$ cat src/hdl/assert_macros.svh
// ----------------------------------------------------------------------------
// Assertion macros
// Shared concurrent assertion macros, clocked on clk and disabled in reset.
// ----------------------------------------------------------------------------
`ifndef ASSERT_MACROS_SVH
`define ASSERT_MACROS_SVH
`ifndef SYNTHESIS
`define SCE_ASSERT(lbl, prop, msg) \
	lbl: assert property (@(posedge clk) disable iff (!arst_n) prop) else $error(msg);
`define SCE_ASSERT_NEVER(lbl, cond, msg) \
	lbl: assert property (@(posedge clk) disable iff (!arst_n) !(cond)) else $error(msg);
`else
`define SCE_ASSERT(lbl, prop, msg)
`define SCE_ASSERT_NEVER(lbl, cond, msg)
`endif
`endif

$ cat src/hdl/scenc_pkg.sv
// ----------------------------------------------------------------------------
// Spinal encoder package
// Word types, hash constants and sequencer states for the spinal encoder.
// ----------------------------------------------------------------------------
package scenc_pkg;

	localparam logic [31:0] HASH_MULT     = 32'h045d9f3b;
	localparam logic [31:0] PASS_STEP     = 32'd12345;
	localparam logic [15:0] SPINE_LEN_RST = 16'd32;

	typedef struct packed {
		logic [7:0] data_byte;
		logic       start_message;
	} in_word_t;

	typedef struct packed {
		logic [31:0] symbol;
		logic [1:0]  pass_index;
		logic [15:0] chunk_index;
		logic        end_of_run;
		logic        end_of_message;
	} out_word_t;

	typedef struct packed {
		logic        start;
		logic [31:0] operand;
	} hash_req_t;

	typedef struct packed {
		logic        ready;
		logic [31:0] result;
	} hash_rsp_t;

	typedef enum logic [2:0] {
		ST_IDLE,
		ST_CHUNK,
		ST_SPINE,
		ST_ISSUE,
		ST_WAIT
	} seq_state_t;

endpackage

$ cat src/hdl/scenc_hash.sv
// ----------------------------------------------------------------------------
// Spinal encoder hash unit
// Multiply-xorshift hash over two multiply steps of one shared multiplier.
// ----------------------------------------------------------------------------
module scenc_hash import scenc_pkg::*; (
	input  logic      clk,
	input  logic      arst_n,
	input  hash_req_t req,
	output hash_rsp_t rsp
);

	logic        busy_q;
	logic        step_q;
	logic        rdy_q;
	logic [31:0] x_q;
	logic [31:0] xs;
	logic [31:0] prod;

	assign xs   = x_q ^ (x_q >> 16);
	assign prod = xs * HASH_MULT;

	always_ff @(posedge clk or negedge arst_n) begin
		if (!arst_n) begin
			busy_q <= 1'b0;
			step_q <= 1'b0;
			rdy_q  <= 1'b0;
		end else if (req.start) begin
			busy_q <= 1'b1;
			step_q <= 1'b0;
			rdy_q  <= 1'b0;
		end else if (busy_q) begin
			step_q <= !step_q;
			if (step_q) begin
				busy_q <= 1'b0;
				rdy_q  <= 1'b1;
			end
		end
	end

	always_ff @(posedge clk) begin
		if (req.start) begin
			x_q <= req.operand;
		end else if (busy_q) begin
			x_q <= prod;
		end
	end

	assign rsp.ready  = rdy_q;
	assign rsp.result = xs;

endmodule

$ cat src/hdl/scenc_seq.sv
// ----------------------------------------------------------------------------
// Spinal encoder sequencer
// Splits bytes into chunks, steps the spine and issues one hash per symbol.
// ----------------------------------------------------------------------------
`include "assert_macros.svh"
module scenc_seq import scenc_pkg::*; #(
	parameter int CHUNK_BITS = 4,
	parameter int PASSES     = 3
) (
	input  logic        clk,
	input  logic        arst_n,
	input  logic [15:0] spine_length,
	input  logic        in_valid,
	output logic        in_ready,
	input  in_word_t    in_data,
	output logic        out_valid,
	input  logic        out_ready,
	output out_word_t   out_data,
	output hash_req_t   hreq,
	input  hash_rsp_t   hrsp
);

	localparam int ACC_W  = CHUNK_BITS + 8;
	localparam int NB_W   = $clog2(ACC_W);
	localparam int PASS_W = (PASSES > 1) ? $clog2(PASSES) : 1;

	seq_state_t              state_q, state_d;
	logic [ACC_W-1:0]        acc_q;
	logic [NB_W-1:0]         nbits_q;
	logic [CHUNK_BITS-1:0]   lbits_q;
	logic [NB_W-1:0]         lcnt_q;
	logic [31:0]             spine_q;
	logic [15:0]             done_q;
	logic [15:0]             pos_q;
	logic [PASS_W-1:0]       pass_q;
	logic [31:0]             off_q;
	logic                    out_valid_q;
	out_word_t               out_q;

	logic                    take;
	logic [15:0]             eff_done;
	logic [CHUNK_BITS-1:0]   eff_lbits;
	logic [NB_W-1:0]         eff_lcnt;
	logic                    have_chunk;
	logic                    msg_last;
	logic                    final_pass;
	logic                    run_last;
	logic                    load;

	assign take       = in_valid && in_ready;
	assign eff_done   = in_data.start_message ? 16'd0 : done_q;
	assign eff_lbits  = in_data.start_message ? '0 : lbits_q;
	assign eff_lcnt   = in_data.start_message ? '0 : lcnt_q;
	assign have_chunk = nbits_q >= NB_W'(CHUNK_BITS);
	assign msg_last   = done_q >= spine_length;
	assign final_pass = pass_q == PASS_W'(PASSES - 1);
	assign run_last   = msg_last || !have_chunk;
	assign load       = (state_q == ST_WAIT) && hrsp.ready && (!out_valid_q || out_ready);

	always_comb begin
		state_d      = state_q;
		in_ready     = 1'b0;
		hreq.start   = 1'b0;
		hreq.operand = spine_q ^ 32'(acc_q[CHUNK_BITS-1:0]);
		unique case (state_q)
			ST_IDLE: begin
				in_ready = 1'b1;
				if (in_valid && eff_done < spine_length) begin
					state_d = ST_CHUNK;
				end
			end
			ST_CHUNK: begin
				if (have_chunk) begin
					hreq.start = 1'b1;
					state_d    = ST_SPINE;
				end else begin
					state_d = ST_IDLE;
				end
			end
			ST_SPINE: begin
				if (hrsp.ready) begin
					state_d = ST_ISSUE;
				end
			end
			ST_ISSUE: begin
				hreq.start   = 1'b1;
				hreq.operand = spine_q + off_q;
				state_d      = ST_WAIT;
			end
			ST_WAIT: begin
				if (load) begin
					state_d = final_pass ? ST_CHUNK : ST_ISSUE;
				end
			end
			default: state_d = ST_IDLE;
		endcase
	end

	always_ff @(posedge clk or negedge arst_n) begin
		if (!arst_n) begin
			state_q     <= ST_IDLE;
			nbits_q     <= '0;
			lbits_q     <= '0;
			lcnt_q      <= '0;
			spine_q     <= '0;
			done_q      <= '0;
			pass_q      <= '0;
			out_valid_q <= 1'b0;
		end else begin
			state_q <= state_d;
			if (load) begin
				out_valid_q <= 1'b1;
			end else if (out_ready) begin
				out_valid_q <= 1'b0;
			end
			unique case (state_q)
				ST_IDLE: begin
					if (take) begin
						lbits_q <= eff_lbits;
						lcnt_q  <= eff_lcnt;
						done_q  <= eff_done;
						nbits_q <= eff_lcnt + NB_W'(8);
						if (in_data.start_message) begin
							spine_q <= '0;
						end
					end
				end
				ST_CHUNK: begin
					if (have_chunk) begin
						nbits_q <= nbits_q - NB_W'(CHUNK_BITS);
					end else begin
						lbits_q <= acc_q[CHUNK_BITS-1:0];
						lcnt_q  <= nbits_q;
					end
				end
				ST_SPINE: begin
					if (hrsp.ready) begin
						spine_q <= hrsp.result;
						done_q  <= done_q + 16'd1;
						pass_q  <= '0;
					end
				end
				ST_ISSUE: begin
				end
				ST_WAIT: begin
					if (load) begin
						if (final_pass) begin
							if (msg_last) begin
								nbits_q <= '0;
							end
						end else begin
							pass_q <= pass_q + PASS_W'(1);
						end
					end
				end
				default: begin
				end
			endcase
		end
	end

	always_ff @(posedge clk) begin
		if (take) begin
			acc_q <= ACC_W'(eff_lbits) | (ACC_W'(in_data.data_byte) << eff_lcnt);
		end else if (state_q == ST_CHUNK && have_chunk) begin
			acc_q <= acc_q >> CHUNK_BITS;
		end else if (load && final_pass && msg_last) begin
			acc_q <= '0;
		end
		if (state_q == ST_CHUNK) begin
			pos_q <= done_q;
		end
		if (state_q == ST_SPINE) begin
			off_q <= '0;
		end else if (load) begin
			off_q <= off_q + PASS_STEP;
		end
		if (load) begin
			out_q.symbol         <= hrsp.result;
			out_q.pass_index     <= 2'(pass_q);
			out_q.chunk_index    <= pos_q;
			out_q.end_of_run     <= final_pass && run_last;
			out_q.end_of_message <= final_pass && msg_last;
		end
	end

	assign out_valid = out_valid_q;
	assign out_data  = out_q;

	`SCE_ASSERT_NEVER(a_no_overwrite, load && out_valid_q && !out_ready, "held word overwritten")
	`SCE_ASSERT(a_eom_ends_run, out_valid_q |-> (!out_q.end_of_message || out_q.end_of_run), "end of message without end of run")
	`SCE_ASSERT(a_pass_range, pass_q <= PASS_W'(PASSES - 1), "pass counter out of range")
	`SCE_ASSERT(a_load_after_issue, load |-> $past(state_q) == ST_WAIT || $past(state_q) == ST_ISSUE, "symbol loaded without an issued hash")

endmodule

$ cat src/hdl/spinal_code_encoder.sv
// ----------------------------------------------------------------------------
// Spinal code encoder
// Rateless spinal encoder: bytes in, hashed 32-bit symbols out.
// ----------------------------------------------------------------------------
// Channel   Direction  Handshake              Word
// in        input      in_valid / in_ready    in_word_t (data_byte, start_message)
// out       output     out_valid / out_ready  out_word_t (symbol, pass, chunk, flags)
// cfg       input      cfg_we                 cfg_wdata, spine length
//
// The shared hash unit needs two multiply steps for each hash.
// Bytes are taken one at a time; the next byte may enter while a word waits.
// A stalled output holds the sequencer only when the next symbol is ready.
// Reset clears the spine, the chunk count and the leftover bits.
// ----------------------------------------------------------------------------
module spinal_code_encoder import scenc_pkg::*; #(
	parameter int CHUNK_BITS = 4,
	parameter int PASSES     = 3
) (
	input  logic        clk,
	input  logic        arst_n,
	input  logic        in_valid,
	output logic        in_ready,
	input  in_word_t    in_data,
	output logic        out_valid,
	input  logic        out_ready,
	output out_word_t   out_data,
	input  logic        cfg_we,
	input  logic [15:0] cfg_wdata
);

	logic [15:0] len_q;
	hash_req_t   hreq;
	hash_rsp_t   hrsp;

	always_ff @(posedge clk or negedge arst_n) begin
		if (!arst_n) begin
			len_q <= SPINE_LEN_RST;
		end else if (cfg_we) begin
			len_q <= (cfg_wdata == 16'd0) ? 16'd1 : cfg_wdata;
		end
	end

	scenc_seq #(
		.CHUNK_BITS (CHUNK_BITS),
		.PASSES     (PASSES)
	) u_seq (
		.clk          (clk),
		.arst_n       (arst_n),
		.spine_length (len_q),
		.in_valid     (in_valid),
		.in_ready     (in_ready),
		.in_data      (in_data),
		.out_valid    (out_valid),
		.out_ready    (out_ready),
		.out_data     (out_data),
		.hreq         (hreq),
		.hrsp         (hrsp)
	);

	scenc_hash u_hash (
		.clk    (clk),
		.arst_n (arst_n),
		.req    (hreq),
		.rsp    (hrsp)
	);

endmodule

$ cat config.mk
export PLATFORM = sky130hd
export DESIGN_NAME = spinal_code_encoder
export DESIGN_NICKNAME = d
export VERILOG_FILES = /design/src/hdl/scenc_pkg.sv /design/src/hdl/scenc_hash.sv /design/src/hdl/scenc_seq.sv /design/src/hdl/spinal_code_encoder.sv
export VERILOG_INCLUDE_DIRS = /design/src /design/src/hdl
export SDC_FILE = /design/constraint.sdc
export NUM_CORES = 1
export LEC_CHECK = 0
export ABC_AREA = 1
export BUFFER_PORTS_ARGS = -buffer_cell sky130_fd_sc_hd__buf_4
export CAP_MARGIN = 10
export CORE_MARGIN = 2
export CORE_UTILIZATION = 65
export CTS_CLUSTER_DIAMETER = 80
export DETAILED_ROUTE_END_ITERATION = 12
export MAX_ROUTING_LAYER = met4
export PLACE_DENSITY_LB_ADDON = 0.08
export SLEW_MARGIN = 20
export SYNTH_ARGS = -nofsm -noshare
export SYNTH_HDL_FRONTEND = slang
export SYNTH_HIERARCHICAL = 1
export SYNTH_SLANG_ARGS = --single-unit
$ cat constraint.sdc
create_clock -name clk -period 7.56 [get_ports clk]
set_clock_uncertainty 0.2 [all_clocks]
set_input_delay 0.756 -clock clk [delete_from_list [all_inputs] [get_ports clk]]
set_output_delay 0.756 -clock clk [all_outputs]
set_load 0.02 [all_outputs]
==> results of run 1 <==
[flip-flops by register name, indices dropped and copies added (netlist names), 12 cells and up]
register        count
u_seq/out_data     52
u_hash/x_q         32
u_seq/off_q        32
u_seq/spine_q      32
len_q              16
u_seq/done_q       16
u_seq/pos_q        16
u_seq/acc_q        12
[metal layers]
layer | global-route usage | part of all wire | routed length, um
met1 | 0.490 | 0.40 | 27500
met2 | 0.643 | 0.48 | 33100
met3 | 0.0446 | 0.066 | 4580
met4 | 0.193 | 0.055 | 3790
met5 | - | 0 | 0
[final cells by class]
type                       count  area [sq um]
clock buffer                  24           579
clock inverter                17           199
fill                        2733         10100
inverter                     683          2570
multi-input combinational   1955         14200
sequential                   229          6130
tap                          461           577
timing repair buffer         124           933
[repair_timing]
action	4_1_cts	5_1_grt
setup buffers	0	0
hold buffers	1	0
setup endpoints to repair	0	3
endpoints found under the hold margin	25	0
gates resized for setup	0	1
[metrics by stage]
step | cells | worst slack, ps | hold slack (ps) | utilization | cell area (sq um)
5_1_grt | 3493 | 78.1 | 207 | 0.713 | 25200
3_5_place_dp | 3451 | 289 | 205 | 0.690 | 24400
2_1_floorplan | 2925 | 1030 | 200 | - | 23200
3_3_place_gp | 3451 | 380 | 202 | 0.690 | 24400
6_report | 3493 | 294 | 206 | 0.713 | 25200
4_1_cts | 3493 | 255 | 193 | 0.713 | 25200
[cells by family (layout without fill, tap and decap cells)]
family | count (synthesis) | count (layout) | share of synthesized area
simple gates | 1087 | 1087 | 0.197
buf+inv | 741 | 848 | 0.125
fa+ha+maj | 435 | 435 | 0.301
compound gates | 363 | 363 | 0.0860
flops | 229 | 229 | 0.265
xor+xnor | 68 | 68 | 0.0260
mux | 2 | 2 | 0.000864
[critical path, stage by stage (launching register included)]
cell,delay [ps]
edfxtp_1,570
or2_2,340
nand2_1,250
inv_1,320
ha_1,490
inv_1,90
fa_1,510
inv_1,50
fa_1,520
fa_1,490
fa_1,550
fa_1,570
inv_1,70
fa_1,550
inv_1,50
ha_1,360
inv_1,120
nor3_1,280
nand2_1,110
o21ai_0,180
a21oi_1,100
inv_1,90
nand2_1,60
nand3_1,60
nand2_1,50
[cell usage in the layout (no fill, tap or decap), types with 35 or more instances in the layout]
master,instances
ha_1,230
buf_4,123
a21oi_1,129
dfrtp_1,84
inv_1,664
nor2_1,199
fa_1,205
o21ai_0,157
nand2_1,622
edfxtp_1,112
xor2_1,35
nand3_1,156
[worst max-delay path by stage]
stage / start / to
after global placement: u_hash/x_q[17] / u_hash/x_q[28]
after CTS: u_hash/x_q[17] / u_hash/x_q[28]
after floorplan: u_hash/x_q[28] / u_hash/x_q[26]
after global routing: u_hash/x_q[29] / u_hash/x_q[31]
final: u_hash/x_q[29] / u_hash/x_q[31]
after detailed placement: u_hash/x_q[17] / u_hash/x_q[28]
==> flow_summary.json, run 1 <==
{
  "synth-main-ff-cell": "edfxtp_1",
  "drcViolationCount": 0,
  "period_minus_slack_ps": 7270,
  "ff2ff_setup_slack_ps": 290,
  "clock_latency_ps": 560,
  "grt_antenna_before_repair": 0,
  "ant_nets": 0,
  "ys_warn_count": 6,
  "min_to": "len_q[2]",
  "synth.distinct_cells": 61,
  "synth_edf_count": 112,
  "slew_headroom": 0.467,
  "ys_top_cells_by_area": "fa_1 18%, edfxtp_1 15%, ha_1 12%",
  "port_buffers": 83,
  "n_antenna_cell": 0,
  "synth_most_common_cell": "inv_1",
  "io_pins": 84,
  "drtIter0Drc": 1808,
  "synth_fp_nets": 3390,
  "status": "finished clean",
  "arrival_ps": 7370,
  "area_growth_pct": 8.58,
  "path_clk_slew_ps": 70,
  "drv_cap": 0,
  "synth_cells": 2925,
  "die_h_um": 193,
  "fmax_mhz": 138,
  "cts_buffer_depth": 3,
  "tightestPinTransition_ps": 799,
  "slew_violations": 0,
  "r2r_start": "u_hash/x_q[29]",
  "syn_avg_cell_area_sq_um": 7.92,
  "cts_tree": "yes",
  "grt-ovfl-total": 0,
  "startpoint_type": "flop",
  "setup-tns-final_ps": 0,
  "final_nets": 3481,
  "hp-start": "cfg_wdata[2]",
  "cts_root_buf": "clkbuf_16",
  "num_rows": 69,
  "first_global_vias": 19500,
  "min_path_cells": 3,
  "worstSetupEndpointType": "flop",
  "clock-sinks": 229,
  "die_w_um": 193,
  "ys_ff_latch": 229,
  "seq_area_frac_synth": 0.265,
  "grt_max_degree": 65,
  "drive_gt1_frac": 0.0706,
  "die_area_sq_mm": 0.0372,
  "placeableCoreArea_sq_mm": 0.0353,
  "cts_max_level": 1,
  "timing.final.crit_share": 0.961,
  "grt_pass1_wl_mm": 107,
  "hpwl_mm": 56.3,
  "drtPass1Iterations": 6,
  "final-hold-violation-count": 0,
  "gp_congestion": 1.03,
  "hold_path_class": "input port to flop",
  "synth_top_area_share": 0.177,
  "r2r_cells": 24,
  "routed_wirelength_mm": 69.0,
  "async_flop_share": 0.371,
  "rsz0062_at_grt": "no",
  "r2r-end": "u_hash/x_q[31]",
  "grtUsageTotal": 0.394,
  "vias": 19700,
  "synth_common_cells": "664 x inv_1, 622 x nand2_1, 230 x ha_1",
  "required_ps": 7670,
  "yosysTopAreaCell": "fa_1",
  "path_class": "flop to flop",
  "setup_viol": 0,
  "syn_area_sq_mm": 0.0232,
  "cts_buffers": 23,
  "cp_max_fo": 6,
  "avgViaCountPerCell": 5.65,
  "initial_core_util": 0.656,
  "avgRoutedWirePerCell_um": 19.7
}
Power of run 1 is not shown: default switching activity piles up to over one toggle a cycle in this logic, so the estimate is an artifact.
==> inputs of run 2 (changes only) <==
--- a/config.mk
+++ b/config.mk
@@ -9,8 +9,9 @@
 export ABC_AREA = 1
 export BUFFER_PORTS_ARGS = -buffer_cell sky130_fd_sc_hd__buf_4
 export CAP_MARGIN = 10
+export CORE_ASPECT_RATIO = 0.5
 export CORE_MARGIN = 2
-export CORE_UTILIZATION = 65
+export CORE_UTILIZATION = 60
 export CTS_CLUSTER_DIAMETER = 80
 export DETAILED_ROUTE_END_ITERATION = 12
 export MAX_ROUTING_LAYER = met4
==> flow_summary.json, run 2 (same netlist as run 1, synthesis figures left out) <==
{
  "drv_cap": 0,
  "placeableCoreArea_sq_mm": 0.0377,
  "avgViaCountPerCell": 5.50,
  "ctsResizeCount": 0,
  "cp_max_fo": 6,
  "drtIter0Drc": 1784,
  "die_area_sq_mm": 0.0403,
  "slew_violations": 0,
  "fmax_mhz": 139,
  "placed_area_sq_mm": 0.0244,
  "vias": 19500,
  "grt_pass1_wl_mm": 103,
  "area_growth_pct": 8.84,
  "io_pins": 84,
  "drtPass1Iterations": 6,
  "n_antenna_cell": 0,
  "cts_tree": "yes",
  "cts_hold_buf": 1,
  "busiest_layer": "met2",
  "grt_max_degree": 69,
  "gp_congestion": 1.05,
  "die_w_um": 282,
  "final_cell_mix": "664 x inv_1, 622 x nand2_1, 230 x ha_1",
  "routed_wirelength_mm": 64.8,
  "rsz0062_at_grt": "no",
  "cpPeakStageDelay_ps": 590,
  "timing.final.crit_share": 0.953,
  "tightestPinTransition_ps": 1030,
  "use_met3": 0.0527,
  "grtUsageTotal": 0.343,
  "fill_cells": 3292,
  "status": "finished clean",
  "utilization": 0.669,
  "dp.cells": 3502,
  "initial_core_util": 0.614,
  "cp_common_cell": "fa_1",
  "cts_max_level": 1,
  "required_ps": 7640,
  "largest_reg_flops": 52,
  "post_cts_buffers": 0,
  "path_clk_slew_ps": 60,
  "period_minus_slack_ps": 7200,
  "cts_buffers": 24,
  "first_global_vias": 18900,
  "hold_path_class": "input port to flop",
  "grt-ovfl-total": 0,
  "final-hold-violation-count": 0,
  "path_class": "flop to flop",
  "cp.buffers_inverters": 5,
  "drive_gt1_frac": 0.0677,
  "ant_nets": 0,
  "clock_latency_ps": 550,
  "final_common_cell": "inv_1",
  "num_rows": 50,
  "design_area_sq_mm": 0.0252,
  "startpoint_type": "flop",
  "cpLargestDelayFamily": "adder cells",
  "use_met1": 0.485,
  "slew_headroom": 0.311,
  "final_nets": 3474,
  "avgRoutedWirePerCell_um": 18.3,
  "arrival_ps": 7290,
  "drcViolationCount": 0,
  "port_buffers": 83,
  "worstSetupEndpointType": "flop",
  "gr-usage-met2": 0.531,
  "cp_slowest_cell": "fa_1",
  "die_h_um": 143,
  "setup-tns-final_ps": 0,
  "crit_chain": "or2_2, nand2_1, inv_1, fa_1, ha_1, fa_1, inv_1, fa_1, inv_1, fa_1, fa_1, inv_1, fa_1, inv_1, ha_1, a21o_1, o21bai_1, a21oi_1, o21ai_0, a21oi_1, nand3_1, nand3_1, nand2_1",
  "cts_buffer_depth": 3,
  "layout.cells.non_filler": 3546,
  "hpwl_mm": 52.5,
  "grt_antenna_before_repair": 0,
  "cts_root_buf": "clkbuf_16",
  "clock-sinks": 229,
  "setup_viol": 0
}
## run 2: cell count changes in the layout (fill, tap and decap cells not counted), sizes merged
cell / previous run / this run
bufinv: 3 / 2
clkbuf: 24 / 35
inv: 680 / 679
clkinvlp: 7 / 0
buf: 123 / 115
## run 2: metal layers
metal  wire (um)  vias to the layer above
li1            -                     9313
met1       28800                     9267
met2       29100                      829
met3        5650                      100
met4        1250                        0
met5           0                        -
## run 2: cell type report
| type | count | area (sq um) | share of cell area |
|---|---|---|---|
| well taps | 520 | 651 | 0.0258 |
| repair buffers | 116 | 873 | 0.0346 |
| flip-flops and latches | 229 | 6130 | 0.243 |
| multi-input cells | 1955 | 14200 | 0.562 |
| inverters | 683 | 2570 | 0.102 |
| clock inverters | 8 | 119 | 0.00471 |
| clock buffers | 35 | 713 | 0.0283 |
## run 2: worst register-to-register path: stages (launching register included)
cell	delay [ps]
edfxtp_1	560
or2_2	340
nand2_1	240
inv_1	290
fa_1	570
ha_1	380
fa_1	550
inv_1	50
fa_1	490
inv_1	50
fa_1	480
fa_1	590
inv_1	80
fa_1	540
inv_1	50
ha_1	340
a21o_1	200
o21bai_1	200
a21oi_1	190
o21ai_0	110
a21oi_1	190
nand3_1	100
nand3_1	90
nand2_1	70
## run 2: path summary, 6_finish.rpt
| kind | start | endpoint | slack (ps) | cells past startpoint |
|---|---|---|---|---|
| max | u_hash/x_q[29] | u_hash/x_q[31] | 360 | 23 |
| min | cfg_wdata[7] | len_q[7] | 210 | 3 |
| max reg2reg | u_hash/x_q[29] | u_hash/x_q[31] | 360 | 23 |
| min reg2reg | u_seq/pos_q[15] | u_seq/out_data[17] | 220 | 0 |
| max in group asynchronous | arst_n | u_seq/spine_q[30] | 5560 | 3 |
| min in group asynchronous | arst_n | len_q[11] | 510 | 2 |
## run 2: stage by stage
step                      setup slack, ps  hold WS (ps)
after floorplan                      1030           200
after global placement                472           203
after detailed placement              450           205
after CTS                             419           193
after global routing                 43.4           202
final                                 356           211
Power of run 2 is left out for the same reason.
